### config.mk
export PLATFORM = sky130hd
export DESIGN_NAME = cc20_queue
export DESIGN_NICKNAME = d
export VERILOG_FILES = /design/src/hw/rtl/cc20_pkg.sv /design/src/hw/rtl/cc20_queue.sv
export SDC_FILE = /design/constraint.sdc
export NUM_CORES = 1
export LEC_CHECK = 0
export BUFFER_PORTS_ARGS = -buffer_cell sky130_fd_sc_hd__buf_2
export CORE_ASPECT_RATIO = 1.4
export CORE_MARGIN = 3
export CORE_UTILIZATION = 45
export DETAILED_ROUTE_END_ITERATION = 8
export PLACE_DENSITY = 0.7
export SLEW_MARGIN = 20
export SYNTH_ARGS = -nofsm -noshare
export SYNTH_HDL_FRONTEND = slang
export SYNTH_SLANG_ARGS = --single-unit
### constraint.sdc
create_clock -name i_clk -period 5.35 [get_ports i_clk]
set_clock_uncertainty 0.05 [all_clocks]
set_input_delay 0.535 -clock i_clk [delete_from_list [all_inputs] [get_ports i_clk]]
set_output_delay 0.535 -clock i_clk [all_outputs]
set_load 0.05 [all_outputs]
### src/hw/rtl/cc20_pkg.sv
package cc20_pkg;

    localparam int unsigned NumWords    = 16;
    localparam int unsigned DoubleRnds  = 10;
    localparam int unsigned QueueDepth  = 2;
    localparam int unsigned AddrW       = 6;

    localparam logic [31:0] Sigma0 = 32'h6170_7865;
    localparam logic [31:0] Sigma1 = 32'h3320_646e;
    localparam logic [31:0] Sigma2 = 32'h7962_2d32;
    localparam logic [31:0] Sigma3 = 32'h6b20_6574;

    typedef enum logic [2:0] {
        REG_KEY0   = 3'd0,
        REG_KEY1   = 3'd1,
        REG_KEY2   = 3'd2,
        REG_KEY3   = 3'd3,
        REG_NONCE0 = 3'd4,
        REG_NONCE1 = 3'd5,
        REG_CTR    = 3'd6
    } t_reg_idx;

    // classified beat handed from front to back
    typedef struct packed {
        logic [7:0]  data;
        logic [5:0]  pos;
        logic        gen;
        logic [31:0] ctr;
    } t_cmd;

    typedef logic [31:0] t_words [NumWords];

    function automatic logic [31:0] rotl(input logic [31:0] v, input int unsigned n);
        rotl = (v << n) | (v >> (32 - n));
    endfunction

endpackage

### src/hw/rtl/cc20_queue.sv
module cc20_queue #(
    parameter int unsigned Depth = cc20_pkg::QueueDepth
) (
    input  logic            i_clk,
    input  logic            i_rst_n,
    input  logic            i_valid,
    output logic            o_ready,
    input  cc20_pkg::t_cmd  i_cmd,
    output logic            o_valid,
    input  logic            i_ready,
    output cc20_pkg::t_cmd  o_cmd
);
    import cc20_pkg::*;

    localparam int unsigned PtrW = (Depth > 1) ? $clog2(Depth) : 1;

    t_cmd              r_mem [Depth];
    logic [PtrW-1:0]   r_wp, r_rp;
    logic [PtrW:0]     r_cnt;
    logic              w_push, w_pop;

    assign o_ready = (r_cnt != (PtrW+1)'(Depth));
    assign o_valid = (r_cnt != '0);
    assign o_cmd   = r_mem[r_rp];
    assign w_push  = i_valid && o_ready;
    assign w_pop   = o_valid && i_ready;

    always_ff @(posedge i_clk) begin
        if (w_push) begin
            r_mem[r_wp] <= i_cmd;
        end
    end

    always_ff @(posedge i_clk) begin
        if (!i_rst_n) begin
            r_wp  <= '0;
            r_rp  <= '0;
            r_cnt <= '0;
        end else begin
            if (w_push) begin
                r_wp <= (r_wp == PtrW'(Depth - 1)) ? '0 : r_wp + 1'b1;
            end
            if (w_pop) begin
                r_rp <= (r_rp == PtrW'(Depth - 1)) ? '0 : r_rp + 1'b1;
            end
            r_cnt <= r_cnt + (PtrW+1)'(w_push) - (PtrW+1)'(w_pop);
        end
    end

endmodule

==> results.json <==
{
  "synth_area_per_cell_um2": 21.6,
  "grt_max_degree": 48,
  "ys_top_cells_by_area": "edfxtp_1 75%, mux2_4 12%, mux2_2 5.1%",
  "fin_setup_tns_ps": 0,
  "cp-end-kind": "output pin",
  "holdBufCountCts": 0,
  "overflow": 0,
  "die_h_um": 114,
  "cts.clk_slew.worst_paths_ps": 80,
  "clk_path_buf_depth": 2,
  "fillCellCount": 616,
  "cts-root-buf": "clkbuf_8",
  "period_needed_ps": 2550,
  "synth_seq_area_share_pct": 77.5,
  "synth_cell_types": 26,
  "cts_max_level": 3,
  "wl_per_cell_um": 16.0,
  "drtAntennaViolNets": 0,
  "yosysTopAreaCell": "edfxtp_1",
  "grt_antenna_before_repair": 0,
  "synth_compound_area_share_pct": 1.43,
  "slew_headroom_pct": 30.6,
  "dp_hpwl_um": 4090,
  "hold_path_class": "in -> reg",
  "worst_pin_slew_ps": 1040,
  "mostFrequentLayoutCells": "99 x buf_2, 94 x edfxtp_1, 30 x mux2_4",
  "path_max_fanout": 47,
  "crit_type": "reg -> out",
  "peakVddDrop_mv": 0.253,
  "yosysWarnings": 0,
  "vias": 1888,
  "die_w_um": 83.4,
  "top_level_ports": 100,
  "p_leak_nw": 1.76,
  "rsz0062_at_grt": "false",
  "synthToLayoutAreaGrowth_pct": 20.1,
  "crit_required_ps": 4760,
  "maxSlewViolCount": 0,
  "r2r_slack_ps": 3340,
  "synth_adder_area_share_pct": 0.332,
  "drt_pass1_iterations": 4,
  "first_iter_violations": 107,
  "die_area_mm2": 0.00954,
  "drv_cap": 0,
  "fmax_mhz": 392,
  "grt_usage_pct": 13.4,
  "period_share_pct": 47.7,
  "synth_seq_cells": 99,
  "final_common_cell": "buf_2",
  "synth-xor-area-share_pct": 0.232,
  "netlist_area_mm2": 0.00377,
  "fin_nets": 334,
  "synth.area.mux_share_pct": 17.3,
  "grt_first_pass_wirelength_um": 9630,
  "stdcell_count": 387,
  "placed_cells": 371,
  "synth_top_area_share_pct": 74.8,
  "syn_inst": 175,
  "synth_simple_gate_area_share_pct": 1.96,
  "tritoncts": "yes",
  "numPortBuffers": 99,
  "place_congestion": 0.678,
  "cts.sinks": 99,
  "setup-violations-final": 0,
  "synth_top_family_by_area": "multiplexers",
  "cts_resized": 0,
  "coreArea_mm2": 0.00794,
  "hold_viol_final": 0,
  "grt_pass1_vias": 1961,
  "status": "complete, no violations",
  "post-cts-setup-buffers": 0,
  "drive_above_1_share_pct": 56.8,
  "cts_buffers": 9,
  "start_util_pct": 47.5,
  "drt_wl_total_um": 6190,
  "n_antenna_cell": 0,
  "arrival_ps": 1970,
  "cp-start-kind": "flip-flop",
  "num_rows": 38,
  "clk_latency_ps": 350,
  "syn_nets": 227,
  "drc": 0,
  "vias_per_cell": 4.88,
  "timing.hold.ws_ps": 316,
  "p_per_area_mw_per_mm2": 464
}
## synth_stat cells (all sizes together)
master,n
mux2i,1
and3,1
nor2b,1
a21boi,1
nand2b,2
nand3b,1
o21ai,2
nand3,1
nand2,1
a211oi,1
xnor2,1
nor2,2
a21bo,2
dfxtp,5
ha,1
inv,1
buf,5
a32oi,1
edfxtp,94
or2,1
mux2,47
and2,3
## metal layers
layer / routed length (um) / vias up / track usage (%) / share of wire [%]
met2: 3170 / 71 / 22.8 / 51
li1: - / 899 / - / -
met5: 0 / - / 0 / 0
met1: 2390 / 903 / 14.8 / 39
met4: 206 / 0 / 8.72 / 3.3
met3: 427 / 15 / 3.60 / 6.9
## worst max-delay path, cell delays in order (launching register included)
cell and delay, ps:
dfxtp_2 320, buf_4 600, mux2_2 430, buf_2 220
## state kept, by name, summed over array words and instances, names as in the netlist, named ones only
name / cells
r_rp: 1
r_wp: 1
r_mem: 94
r_cnt: 2
## path summary, 6_finish.rpt
kind                            startpoint      endpoint  cells after the start
worst max-delay path             flip-flop     o_cmd[42]                      3
worst min-delay path             i_cmd[36]  r_mem[1][36]                      1
worst max register to register    r_cnt[0]  r_mem[0][20]                      3
worst min register to register        r_wp          r_wp                      2
## through the flow
step	utilization [%]	cell area [um^2]	total power [mW]	setup slack, ps
finish	57.1	4530	2.10	2800
global route	57.1	4530	2.19	2720
CTS	57.1	4530	2.13	2770
detailed placement	55.1	4380	1.74	3170
global placement	54.9	4360	1.73	3180
floorplan	-	3770	1.60	2710
## layout make-up
class	instances	area, um^2	area share, %
Inverter	1	3.75	0.0828
Sequential cell	99	2920	64.5
Timing Repair Buffer	101	523	11.5
Tap cell	100	125	2.76
Clock buffer	12	135	2.98
Clock inverter	4	17.5	0.387
Multi-Input combinational cell	70	802	17.7
## where the power goes
part | switching, mW | internal (mW)
logic | 0.509 | 0.233
clock network | 0.226 | 0.165
registers | 0.0255 | 0.943
## cells by family (layout without fill, tap and decap cells)
kind of cell | Yosys count | after routing
compound gates | 7 | 7
fa+ha+maj | 1 | 1
mux | 48 | 48
buf+inv | 6 | 118
simple gates | 13 | 13
xor+xnor | 1 | 1
flops | 99 | 99
Power figures use the tool's default switching activity.
