<file path="src/hw/rtl/cc20_pkg.sv">
package cc20_pkg;

    localparam int unsigned NumWords    = 16;
    localparam int unsigned DoubleRnds  = 10;
    localparam int unsigned QueueDepth  = 2;
    localparam int unsigned AddrW       = 6;

    localparam logic [31:0] Sigma0 = 32'h6170_7865;
    localparam logic [31:0] Sigma1 = 32'h3320_646e;
    localparam logic [31:0] Sigma2 = 32'h7962_2d32;
    localparam logic [31:0] Sigma3 = 32'h6b20_6574;

    typedef enum logic [2:0] {
        REG_KEY0   = 3'd0,
        REG_KEY1   = 3'd1,
        REG_KEY2   = 3'd2,
        REG_KEY3   = 3'd3,
        REG_NONCE0 = 3'd4,
        REG_NONCE1 = 3'd5,
        REG_CTR    = 3'd6
    } t_reg_idx;

    // classified beat handed from front to back
    typedef struct packed {
        logic [7:0]  data;
        logic [5:0]  pos;
        logic        gen;
        logic [31:0] ctr;
    } t_cmd;

    typedef logic [31:0] t_words [NumWords];

    function automatic logic [31:0] rotl(input logic [31:0] v, input int unsigned n);
        rotl = (v << n) | (v >> (32 - n));
    endfunction

endpackage

</file>
<file path="src/hw/rtl/cc20_front.sv">
module cc20_front (
    input  logic            i_clk,
    input  logic            i_rst_n,
    input  logic            i_valid,
    output logic            o_ready,
    input  logic [7:0]      i_data_byte,
    input  logic            i_restart,
    input  logic [31:0]     i_init_ctr,
    output logic            o_cmd_valid,
    input  logic            i_cmd_ready,
    output cc20_pkg::t_cmd  o_cmd
);
    import cc20_pkg::*;

    logic [31:0] r_ctr, n_ctr;
    logic [5:0]  r_pos;
    logic [31:0] w_ctr;
    logic [5:0]  w_pos;

    assign o_ready     = i_cmd_ready;
    assign o_cmd_valid = i_valid;
    assign w_ctr       = i_restart ? i_init_ctr : r_ctr;
    assign w_pos       = i_restart ? 6'd0 : r_pos;
    assign n_ctr       = (w_pos == 6'd0) ? w_ctr + 32'd1 : w_ctr;

    always_comb begin
        o_cmd.data = i_data_byte;
        o_cmd.pos  = w_pos;
        o_cmd.gen  = (w_pos == 6'd0);
        o_cmd.ctr  = w_ctr;
    end

    always_ff @(posedge i_clk) begin
        if (!i_rst_n) begin
            r_ctr <= '0;
            r_pos <= '0;
        end else if (i_valid && i_cmd_ready) begin
            r_ctr <= n_ctr;
            r_pos <= w_pos + 6'd1;
        end
    end

endmodule

</file>
<file path="config.mk">
export PLATFORM = sky130hd
export DESIGN_NAME = cc20_front
export DESIGN_NICKNAME = d
export VERILOG_FILES = /design/src/hw/rtl/cc20_pkg.sv /design/src/hw/rtl/cc20_front.sv
export SDC_FILE = /design/constraint.sdc
export NUM_CORES = 1
export LEC_CHECK = 0
export BUFFER_PORTS_ARGS = -buffer_cell sky130_fd_sc_hd__clkbuf_2
export CORE_AREA = 2 2 65 91
export DETAILED_ROUTE_END_ITERATION = 8
export DIE_AREA = 0 0 67 93
export PLACE_DENSITY_LB_ADDON = 0.05
export SYNTH_ARGS = -nofsm -noshare
export SYNTH_HDL_FRONTEND = slang
export SYNTH_SLANG_ARGS = --single-unit
</file>
<file path="constraint.sdc">
create_clock -name i_clk -period 3.85 [get_ports i_clk]
set_input_delay 0 -clock i_clk [delete_from_list [all_inputs] [get_ports i_clk]]
set_output_delay 0 -clock i_clk [all_outputs]
set_load 0.005 [all_outputs]
</file>
==> flow_metrics.tcl <==
set metrics [dict create \
    fin_skew_ps 3.95 \
    chipHeight_um 93 \
    worstReg2RegStart "r_pos[0]" \
    critical_path_arrival_ps 2530 \
    max_clock_freq_ghz 0.436 \
    synth_seq_cells 38 \
    worst-r2r-cell-count 8 \
    worst-slew-pin-transition_ps 838 \
    hold_path.startpoint "i_data_byte[1]" \
    worst_setup_end_kind "register" \
    clock_latency_on_the_worst_skew_pair_ps 290 \
    hold_depth 0 \
    drv_cap 0 \
    utilization_pct 61.5 \
    clock_tree.root_cell "sky130_fd_sc_hd__clkbuf_8" \
    die-width_um 67 \
    final_area_um2 3350 \
    final.fill_count 540 \
    critical_path_peak_fanout 19 \
    grt_max_degree 41 \
    drt-total-wl_um 7910 \
    dr.pass1.iters 4 \
    avgViaCountPerCell 6.10 \
    yosys_warnings 0 \
    fin_worst_hold_slack_ps 0.0110 \
    final_slew_viol_count 0 \
    rsz0062_at_grt "false" \
    route.detailed.wl_per_inst_um 16.1 \
    hold_buffers 0 \
    final_layout_size_suffix_gt1_share_pct 27.8 \
    synth_top_area_share_pct 25.8 \
    tritoncts "built" \
    status "completed" \
    synth.cell_area_um2 2950 \
    layout-area-overhead-vs-synth_pct 13.4 \
    dp_hpwl_um 5740 \
    num_vias 2999 \
    power_per_cell_area_nw_per_um2 263 \
    clock_slew_at_reported_path_ffs_ps 80 \
    grt_pass1_vias 2717 \
    worstReg2RegEnd "r_ctr[28]" \
    synth_largest_area_cell "sky130_fd_sc_hd__dfxtp_1" \
    synth_enable_flop_cells 0 \
    htree_levels 2 \
    timing.max_slew.rel_slack_pct 44.1 \
    antenna-diode-count 0 \
    grt_antenna_before_repair 0 \
    detail-route-antenna-nets 0 \
    final_nets 472 \
    number_of_endpoints_failing_setup_at_the_final_stage 0 \
    min_path_type "in2out" \
    multi_input_comb_area_um2 1970 \
    synthArstFlopShare_pct 0 \
    synth-main-ff-cell "sky130_fd_sc_hd__dfxtp_1" \
    timing.final.crit_period_ps 2290 \
    worst-r2r-setup-slack_ps 1560 \
    cts.sink_count 38 \
    fin_setup_tns_ps 0 \
    fp-row-count 32 \
    design.portCount 94 \
    setup_repair_bufs_after_cts 0 \
    crit_required_ps 4080 \
    initial_utilization_pct 54.2 \
    synthesis.area_per_instance_um2 8.00 \
    drtIter0Drc 111 \
    drc_violation_count_after_routing 0 \
    max-clock-path-buffers 2 \
    criticalPathCategory "reg2reg" \
    synthTopCellsByArea "sky130_fd_sc_hd__dfxtp_1 26%, sky130_fd_sc_hd__nand3_1 8.3%, sky130_fd_sc_hd__mux2_2 8.0%" \
    number_of_hold_violations_in_the_final_report 0 \
    total_leakage_power_nw 1.38 \
    post_cts_resize_count 0 \
    vdd.ir_drop.worst_v 0.000175 \
    grt_first_pass_wirelength_um 12600 \
    mappedNetlistNets 417 \
    finalWeightedCongestion 0.803 \
    overflow 0 \
    ys_seq_area_share_pct 25.8 \
    final-seq-area_um2 761 \
    worst_hold_path.endpoint "o_cmd[40]" \
    design.die.area_um2 6230 \
    placeableCoreArea_um2 5450 \
    finalCritPeriodShare_pct 59.6 \
    port_buffers 77 \
    numCtsBuffers 5 \
    timing.critical_path.from_type "register" \
    grt_usage_pct 25.8 \
    syn_inst 369 \
    area_after_dpl_um2 3270 \
    synthDistinctLibCells 56 \
]
-- through the flow --
step,power (mW),std cells,worst slack [ps]
2_1_floorplan,0.553,369,1700
3_3_place_gp,0.616,485,1420
3_5_place_dp,0.618,485,1360
4_1_cts,0.884,492,1550
5_1_grt,0.919,492,1380
6_report,0.879,492,1560
-- placed cells by master (no fill, tap or decap), types with 5 or more instances in the layout --
cell type / count
sky130_fd_sc_hd__or4_1: 9
sky130_fd_sc_hd__mux2_2: 21
sky130_fd_sc_hd__dfxtp_1: 38
sky130_fd_sc_hd__mux2i_1: 11
sky130_fd_sc_hd__nor2b_1: 6
sky130_fd_sc_hd__o311ai_0: 6
sky130_fd_sc_hd__nand3b_1: 10
sky130_fd_sc_hd__o21ai_0: 15
sky130_fd_sc_hd__nand4_1: 9
sky130_fd_sc_hd__nand2_1: 43
sky130_fd_sc_hd__clkbuf_2: 77
sky130_fd_sc_hd__and2_1: 9
sky130_fd_sc_hd__clkbuf_8: 5
sky130_fd_sc_hd__inv_1: 12
sky130_fd_sc_hd__nor2_1: 6
sky130_fd_sc_hd__o211ai_1: 19
sky130_fd_sc_hd__nand3_1: 49
sky130_fd_sc_hd__xnor2_1: 6
-- how the worst max path moves through the flow --
stage / from / to / slack, ps / cells after the start
4_1_cts: r_pos[0] / r_ctr[28] / 1550 / 8
3_3_place_gp: i_restart / r_ctr[28] / 1420 / 8
2_1_floorplan: i_restart / r_ctr[28] / 1700 / 11
3_5_place_dp: i_restart / r_ctr[28] / 1360 / 9
6_report: r_pos[0] / r_ctr[28] / 1560 / 8
5_1_grt: r_pos[0] / r_ctr[28] / 1380 / 8
-- metal layers --
| layer | track usage, % | wire (um) |
|---|---|---|
| met1 | 31.4 | 3400 |
| met4 | 6.80 | 93 |
| met5 | 0 | 0 |
| met3 | 4.09 | 320 |
| met2 | 46.0 | 4100 |
-- final cells by class --
class | instances | share of cell area [%]
sequential | 38 | 22.7
timing repair buffer | 81 | 12.4
tap | 68 | 2.54
inverter | 12 | 1.35
clock buffer | 7 | 2.28
multi-input combinational | 286 | 58.7
-- cell usage after synthesis (2+ instances only) --
library cell	number
sky130_fd_sc_hd__and3_1	2
sky130_fd_sc_hd__o31ai_1	2
sky130_fd_sc_hd__or4b_1	3
sky130_fd_sc_hd__a22oi_1	4
sky130_fd_sc_hd__clkbuf_1	15
sky130_fd_sc_hd__mux2_2	21
sky130_fd_sc_hd__or4_1	9
sky130_fd_sc_hd__dfxtp_1	38
sky130_fd_sc_hd__nand2b_1	4
sky130_fd_sc_hd__xnor2_1	6
sky130_fd_sc_hd__nand3b_1	10
sky130_fd_sc_hd__nand3_2	3
sky130_fd_sc_hd__a21oi_1	4
sky130_fd_sc_hd__nor3_1	2
sky130_fd_sc_hd__nand2_1	43
sky130_fd_sc_hd__mux2i_1	11
sky130_fd_sc_hd__xor2_1	4
sky130_fd_sc_hd__o311ai_1	2
sky130_fd_sc_hd__nand4b_1	2
sky130_fd_sc_hd__nand4_1	9
sky130_fd_sc_hd__o311ai_0	6
sky130_fd_sc_hd__o21ai_0	15
sky130_fd_sc_hd__a21boi_0	4
sky130_fd_sc_hd__and2_1	9
sky130_fd_sc_hd__nor2_1	6
sky130_fd_sc_hd__o211a_1	2
sky130_fd_sc_hd__buf_4	11
sky130_fd_sc_hd__a31oi_1	4
sky130_fd_sc_hd__inv_1	12
sky130_fd_sc_hd__nor2b_1	6
sky130_fd_sc_hd__ha_1	3
sky130_fd_sc_hd__nand3_1	49
sky130_fd_sc_hd__o211ai_1	19
sky130_fd_sc_hd__a32oi_1	2
sky130_fd_sc_hd__buf_2	6
-- worst max-delay path, cell delays in order (launching register included) --
cell	delay (ps)
sky130_fd_sc_hd__dfxtp_1	320
sky130_fd_sc_hd__nor2b_1	160
sky130_fd_sc_hd__inv_1	90
sky130_fd_sc_hd__ha_1	190
sky130_fd_sc_hd__and2_1	160
sky130_fd_sc_hd__o211a_1	260
sky130_fd_sc_hd__nand3_2	340
sky130_fd_sc_hd__or4b_1	610
sky130_fd_sc_hd__nand3_1	90
-- power breakdown --
group	total [mW]	internal, mW	switching, mW
Clock	0.270	0.125	0.145
Sequential	0.419	0.408	0.0111
Combinational	0.190	0.0822	0.108
-- logic make-up after synthesis --
family / synth area share (%)
simple gates: 31.7
compound gates: 18.9
buf+inv: 7.63
flops: 25.8
mux: 11.7
xor+xnor: 2.97
fa+ha+maj: 1.27
-- registers in the layout, indices dropped and copies added, names as in the netlist --
| register | cells |
|---|---|
| r_ctr | 32 |
| r_pos | 6 |
No activity file was read; power rests on OpenSTA's default activity.
