**src/hw/rtl/cc20_pkg.sv**
```systemverilog
package cc20_pkg;

    localparam int unsigned NumWords    = 16;
    localparam int unsigned DoubleRnds  = 10;
    localparam int unsigned QueueDepth  = 2;
    localparam int unsigned AddrW       = 6;

    localparam logic [31:0] Sigma0 = 32'h6170_7865;
    localparam logic [31:0] Sigma1 = 32'h3320_646e;
    localparam logic [31:0] Sigma2 = 32'h7962_2d32;
    localparam logic [31:0] Sigma3 = 32'h6b20_6574;

    typedef enum logic [2:0] {
        REG_KEY0   = 3'd0,
        REG_KEY1   = 3'd1,
        REG_KEY2   = 3'd2,
        REG_KEY3   = 3'd3,
        REG_NONCE0 = 3'd4,
        REG_NONCE1 = 3'd5,
        REG_CTR    = 3'd6
    } t_reg_idx;

    // classified beat handed from front to back
    typedef struct packed {
        logic [7:0]  data;
        logic [5:0]  pos;
        logic        gen;
        logic [31:0] ctr;
    } t_cmd;

    typedef logic [31:0] t_words [NumWords];

    function automatic logic [31:0] rotl(input logic [31:0] v, input int unsigned n);
        rotl = (v << n) | (v >> (32 - n));
    endfunction

endpackage

```
**src/hw/rtl/cc20_back.sv**
```systemverilog
module cc20_back (
    input  logic            i_clk,
    input  logic            i_rst_n,
    input  logic            i_cmd_valid,
    output logic            o_cmd_ready,
    input  cc20_pkg::t_cmd  i_cmd,
    input  logic [255:0]    i_key,
    input  logic [95:0]     i_nonce,
    output logic            o_valid,
    input  logic            i_ready,
    output logic [7:0]      o_out_byte
);
    import cc20_pkg::*;

    typedef enum logic [1:0] {
        ST_IDLE,
        ST_ROUND,
        ST_FINAL
    } t_state;

    t_state      r_state;
    logic [31:0] r_init [NumWords];
    logic [31:0] r_work [NumWords];
    logic [31:0] r_ks   [NumWords];
    logic [31:0] n_work [NumWords];
    logic [4:0]  r_half;
    logic [7:0]  r_data;
    logic        r_oval;
    logic [7:0]  r_obyte;
    logic        w_out_free;
    logic [31:0] w_word;
    logic [7:0]  w_ks;

    // one quarter round
    function automatic logic [127:0] qr(input logic [31:0] a, input logic [31:0] b,
                                        input logic [31:0] c, input logic [31:0] d);
        logic [31:0] ta, tb, tc, td;
        ta = a + b; td = rotl(d ^ ta, 16);
        tc = c + td; tb = rotl(b ^ tc, 12);
        ta = ta + tb; td = rotl(td ^ ta, 8);
        tc = tc + td; tb = rotl(tb ^ tc, 7);
        qr = {ta, tb, tc, td};
    endfunction

    // one half of a double round per cycle: column pass on even steps, diagonal on odd
    always_comb begin
        n_work = r_work;
        for (int q = 0; q < 4; q++) begin
            logic [1:0] ib, ic, id;
            ib = r_half[0] ? 2'(q + 1) : 2'(q);
            ic = r_half[0] ? 2'(q + 2) : 2'(q);
            id = r_half[0] ? 2'(q + 3) : 2'(q);
            {n_work[q], n_work[4 + ib], n_work[8 + ic], n_work[12 + id]} =
                qr(r_work[q], r_work[4 + ib], r_work[8 + ic], r_work[12 + id]);
        end
    end

    assign w_out_free  = !r_oval || i_ready;
    assign o_cmd_ready = (r_state == ST_IDLE) && w_out_free;
    assign o_valid     = r_oval;
    assign o_out_byte  = r_obyte;
    assign w_word      = r_ks[i_cmd.pos[5:2]];
    assign w_ks        = w_word[8*i_cmd.pos[1:0] +: 8];

    always_ff @(posedge i_clk) begin
        if (!i_rst_n) begin
            r_state <= ST_IDLE;
            r_oval  <= 1'b0;
            r_half  <= '0;
        end else begin
            if (r_oval && i_ready) begin
                r_oval <= 1'b0;
            end
            case (r_state)
                ST_IDLE: begin
                    if (i_cmd_valid && w_out_free) begin
                        r_data <= i_cmd.data;
                        if (i_cmd.gen) begin
                            r_init[0] <= Sigma0; r_work[0] <= Sigma0;
                            r_init[1] <= Sigma1; r_work[1] <= Sigma1;
                            r_init[2] <= Sigma2; r_work[2] <= Sigma2;
                            r_init[3] <= Sigma3; r_work[3] <= Sigma3;
                            for (int k = 0; k < 8; k++) begin
                                r_init[4 + k] <= i_key[32*k +: 32];
                                r_work[4 + k] <= i_key[32*k +: 32];
                            end
                            r_init[12] <= i_cmd.ctr; r_work[12] <= i_cmd.ctr;
                            for (int k = 0; k < 3; k++) begin
                                r_init[13 + k] <= i_nonce[32*k +: 32];
                                r_work[13 + k] <= i_nonce[32*k +: 32];
                            end
                            r_half  <= '0;
                            r_state <= ST_ROUND;
                        end else begin
                            r_oval  <= 1'b1;
                            r_obyte <= i_cmd.data ^ w_ks;
                        end
                    end
                end
                ST_ROUND: begin
                    r_work <= n_work;
                    r_half <= r_half + 5'd1;
                    if (r_half == 5'(2 * DoubleRnds - 1)) begin
                        r_state <= ST_FINAL;
                    end
                end
                ST_FINAL: begin
                    for (int k = 0; k < NumWords; k++) begin
                        r_ks[k] <= r_work[k] + r_init[k];
                    end
                    r_state <= ST_IDLE;
                    // first byte of a block; output is free since input was taken when free
                    r_oval  <= 1'b1;
                    r_obyte <= r_data ^ 8'(r_work[0] + r_init[0]);
                end
                default: r_state <= ST_IDLE;
            endcase
        end
    end

endmodule

```
**config.mk**
```make
export PLATFORM = sky130hd
export DESIGN_NAME = cc20_back
export DESIGN_NICKNAME = d
export VERILOG_FILES = /design/src/hw/rtl/cc20_pkg.sv /design/src/hw/rtl/cc20_back.sv
export SDC_FILE = /design/constraint.sdc
export NUM_CORES = 2
export LEC_CHECK = 0
export CAP_MARGIN = 20
export CORE_MARGIN = 3
export CORE_UTILIZATION = 33
export CTS_CLUSTER_SIZE = 14
export DETAILED_ROUTE_END_ITERATION = 10
export DONT_BUFFER_PORTS = 1
export HOLD_SLACK_MARGIN = 0.12
export PLACE_DENSITY_LB_ADDON = 0.3
export SLEW_MARGIN = 40
export SYNTH_ARGS = -nofsm -noshare
export SYNTH_HDL_FRONTEND = slang
export SYNTH_SLANG_ARGS = --single-unit
```
**constraint.sdc**
```tcl
create_clock -name i_clk -period 35.3 [get_ports i_clk]
set_input_delay 3.53 -clock i_clk [delete_from_list [all_inputs] [get_ports i_clk]]
set_output_delay 3.53 -clock i_clk [all_outputs]
set_load 0.02 [all_outputs]
```
==> results_dict.tcl <==
set metrics [dict create \
    cap_viol_max_count 0 \
    dp_slack_ps 17530 \
    cts_htree_levels 4 \
    ys_seq_area_share_pct 39.51 \
    ys_warn_count 0 \
    ys_seq_elements 1432 \
    grt_overflow 0 \
    synth_edf_count 1424 \
    fillerInstances 32597 \
    final_cells 15195 \
    crit_slowest_cell "mux2i_1" \
    antenna_found_initial 161 \
    cts_setup_buffers 0 \
    rows 210 \
    route.detailed.drc 0 \
    ant_nets 0 \
    syn_nets 11775 \
    path_max_fanout 36 \
    final.setup_skew_ps 134.1 \
    rr_worst_depth 50 \
    endpoint "r_work[326]" \
    clock.fmax_mhz 55.41 \
    syn_inst 10471 \
    cp.arrival_ps 18750 \
    area_growth_syn_to_layout_pct 14.65 \
    clock-root-buffer "clkbuf_16" \
    clk_path_buf_depth 4 \
    grt_max_degree 138 \
    muxShareOfSynthArea_pct 8.240 \
    die_h_um 579.8 \
    required_ps 36000 \
    portBuffers 0 \
    ios 413 \
    grtUsageTotal_pct 39.05 \
    rsz0062_at_grt "no" \
    die_x_um 579.8 \
    slew_headroom_pct 27.99 \
    tightest_slew_ps 1080 \
    first_global_vias 83793 \
    cts_buffers 179 \
    grt_pass1_wl_mm 862.3 \
    synth-simple-area-share_pct 10.62 \
    num_vias 94812 \
    maxSlewViolCount 0 \
    finalCritPeriodShare_pct 51.12 \
    yosys.cell_types.count 101 \
    cts_tree "done" \
    first_pass_iters 6 \
    critPathLaunchType "register" \
    setup_slack_ps 17250 \
    clkLatencyLatePin_ps 970 \
    max_stage_delay_ps 820 \
    drive_above_1_share_pct 12.55 \
    routed_via_density 6.240 \
    r2r_setup_slack_ps 17250 \
    timing.final.hold_violations 0 \
    timing.rr.end "r_work[326]" \
    path_clk_slew_ps 60 \
    critPathKind "reg2reg" \
    netlist_area_um2 108600 \
    nets 11920 \
    async_flop_share_pct 0 \
    finalSetupTns_ps 0 \
    yosys.area_share.xor_xnor_pct 12.10 \
    die_area_um2 336100 \
    dp.cells 14777 \
    crit_path_frequent_cell "a21oi_1" \
    holdCritPathClass "reg2reg" \
    routabilityCongestion 1.119 \
    cts_resized 0 \
    cts_hold_buffers 0 \
    crit_start "r_half[0]" \
    fin_crit_ps 18050 \
    setup_viol 0 \
    place_hpwl_mm 586.6 \
    synth-main-ff-cell "edfxtp_1" \
    hold_slack_ps 511.5 \
    wire_per_inst_um 44.91 \
    cp-end-kind "register" \
    synth_fa_ha_area_share_pct 10.57 \
    routed_wl_mm 682.4 \
    synth-compound-area-share_pct 16.34 \
    avgSynthCellArea_um2 10.37 \
    core_area_um2 327400 \
    reg2reg_from "r_half[0]" \
    outcome "finished clean" \
    drt-initial-drc-count 16054 \
    synth_top_family_by_area "compound AO/OA/AOI/OAI gates" \
    start_util_pct 33.18 \
    numClockSinks 1432 \
]
-- cell usage after synthesis (103+ instances only) --
cell	n	area [µm²]
nand2b_1	145	907.1
a31oi_1	115	719.4
xnor2_1	940	8233
nor2_1	682	2560
mux2i_1	289	2893
o21ai_0	687	3438
ha_1	873	10920
nand2_1	812	3048
nand3_1	170	850.8
mux4_2	168	3784
nor3_1	132	660.6
inv_1	462	1734
clkbuf_1	207	777.0
a21o_1	336	2522
nor2b_1	107	669.4
o21a_1	127	953.4
edfxtp_1	1424	42760
mux2_2	202	2275
o21bai_1	103	773.2
xor2_1	475	4160
a21oi_1	825	4129
-- metrics by stage --
step	instance area [µm²]	utilization (%)
finish	124500	38.04
global route	124300	37.98
CTS	124000	37.89
detailed placement	118100	36.08
global placement	115700	35.35
floorplan	108600	-
-- cell type report --
type / instances / area, µm² / share of cell area (%)
Inverter: 462 / 1742 / 1.398
Sequential cell: 1432 / 42920 / 34.47
Clock inverter: 116 / 1338 / 1.074
Tap cell: 4346 / 5438 / 4.366
Antenna cell: 91 / 227.7 / 0.1828
Timing Repair Buffer: 249 / 2120 / 1.702
Clock buffer: 207 / 4584 / 3.681
Multi-Input combinational cell: 8292 / 66170 / 53.13
-- worst min-delay path by stage --
stage / start / endpoint / slack (ps) / cells after the start
floorplan: r_work[448] / r_ks[1][0] / 430 / 0
global placement: r_half[1] / r_half[1] / 480 / 2
detailed placement: r_half[4] / r_half[4] / 510 / 2
CTS: r_work[416] / r_ks[2][0] / 510 / 0
global route: r_work[416] / r_ks[2][0] / 510 / 0
finish: r_half[1] / r_half[1] / 510 / 2
-- placed cells by master (no fill, tap or decap), types with 202 or more instances in the layout --
| master | netlist | routed |
|---|---|---|
| mux2i_1 | 289 | 232 |
| o21ai_0 | 687 | 674 |
| ha_1 | 873 | 873 |
| a21o_1 | 336 | 336 |
| edfxtp_1 | 1424 | 1424 |
| xnor2_1 | 940 | 744 |
| a21oi_1 | 825 | 821 |
| buf_4 | 0 | 219 |
| nand2_1 | 812 | 810 |
| inv_1 | 462 | 461 |
| nor2_1 | 682 | 677 |
| mux2_2 | 202 | 202 |
| xor2_1 | 475 | 390 |
-- kinds of logic after synthesis --
| group | Yosys count |
|---|---|
| adder cells (fa/ha/maj) | 901 |
| AO/OA/AOI/OAI | 2805 |
| multiplexers | 659 |
| buffers and inverters | 747 |
| flip-flops | 1432 |
| XOR/XNOR | 1450 |
| AND/OR/NAND/NOR | 2477 |
-- critical path, delay by kind of cell (launching register included) --
family | cells | cell delay (ps)
fa+ha+maj | 6 | 2390
compound gates | 28 | 8590
mux | 1 | 820
xor+xnor | 8 | 3540
flops | 1 | 590
simple gates | 4 | 960
buf+inv | 3 | 810
-- routing by layer --
layer	GRT usage (%)	share of wire, %
met5	0	0.11
met4	21.95	6.9
met3	14.75	13
met2	51.69	38
met1	53.82	42
-- sequential cells by signal, indices dropped and copies added (netlist names) --
name        count
r_ks          512
r_work        512
r_init        384
o_out_byte      8
r_data          8
r_half          5
r_state         2
o_valid         1
Power is not shown: default switching activity piles up to over one toggle a cycle in this logic, so the estimate is an artifact.
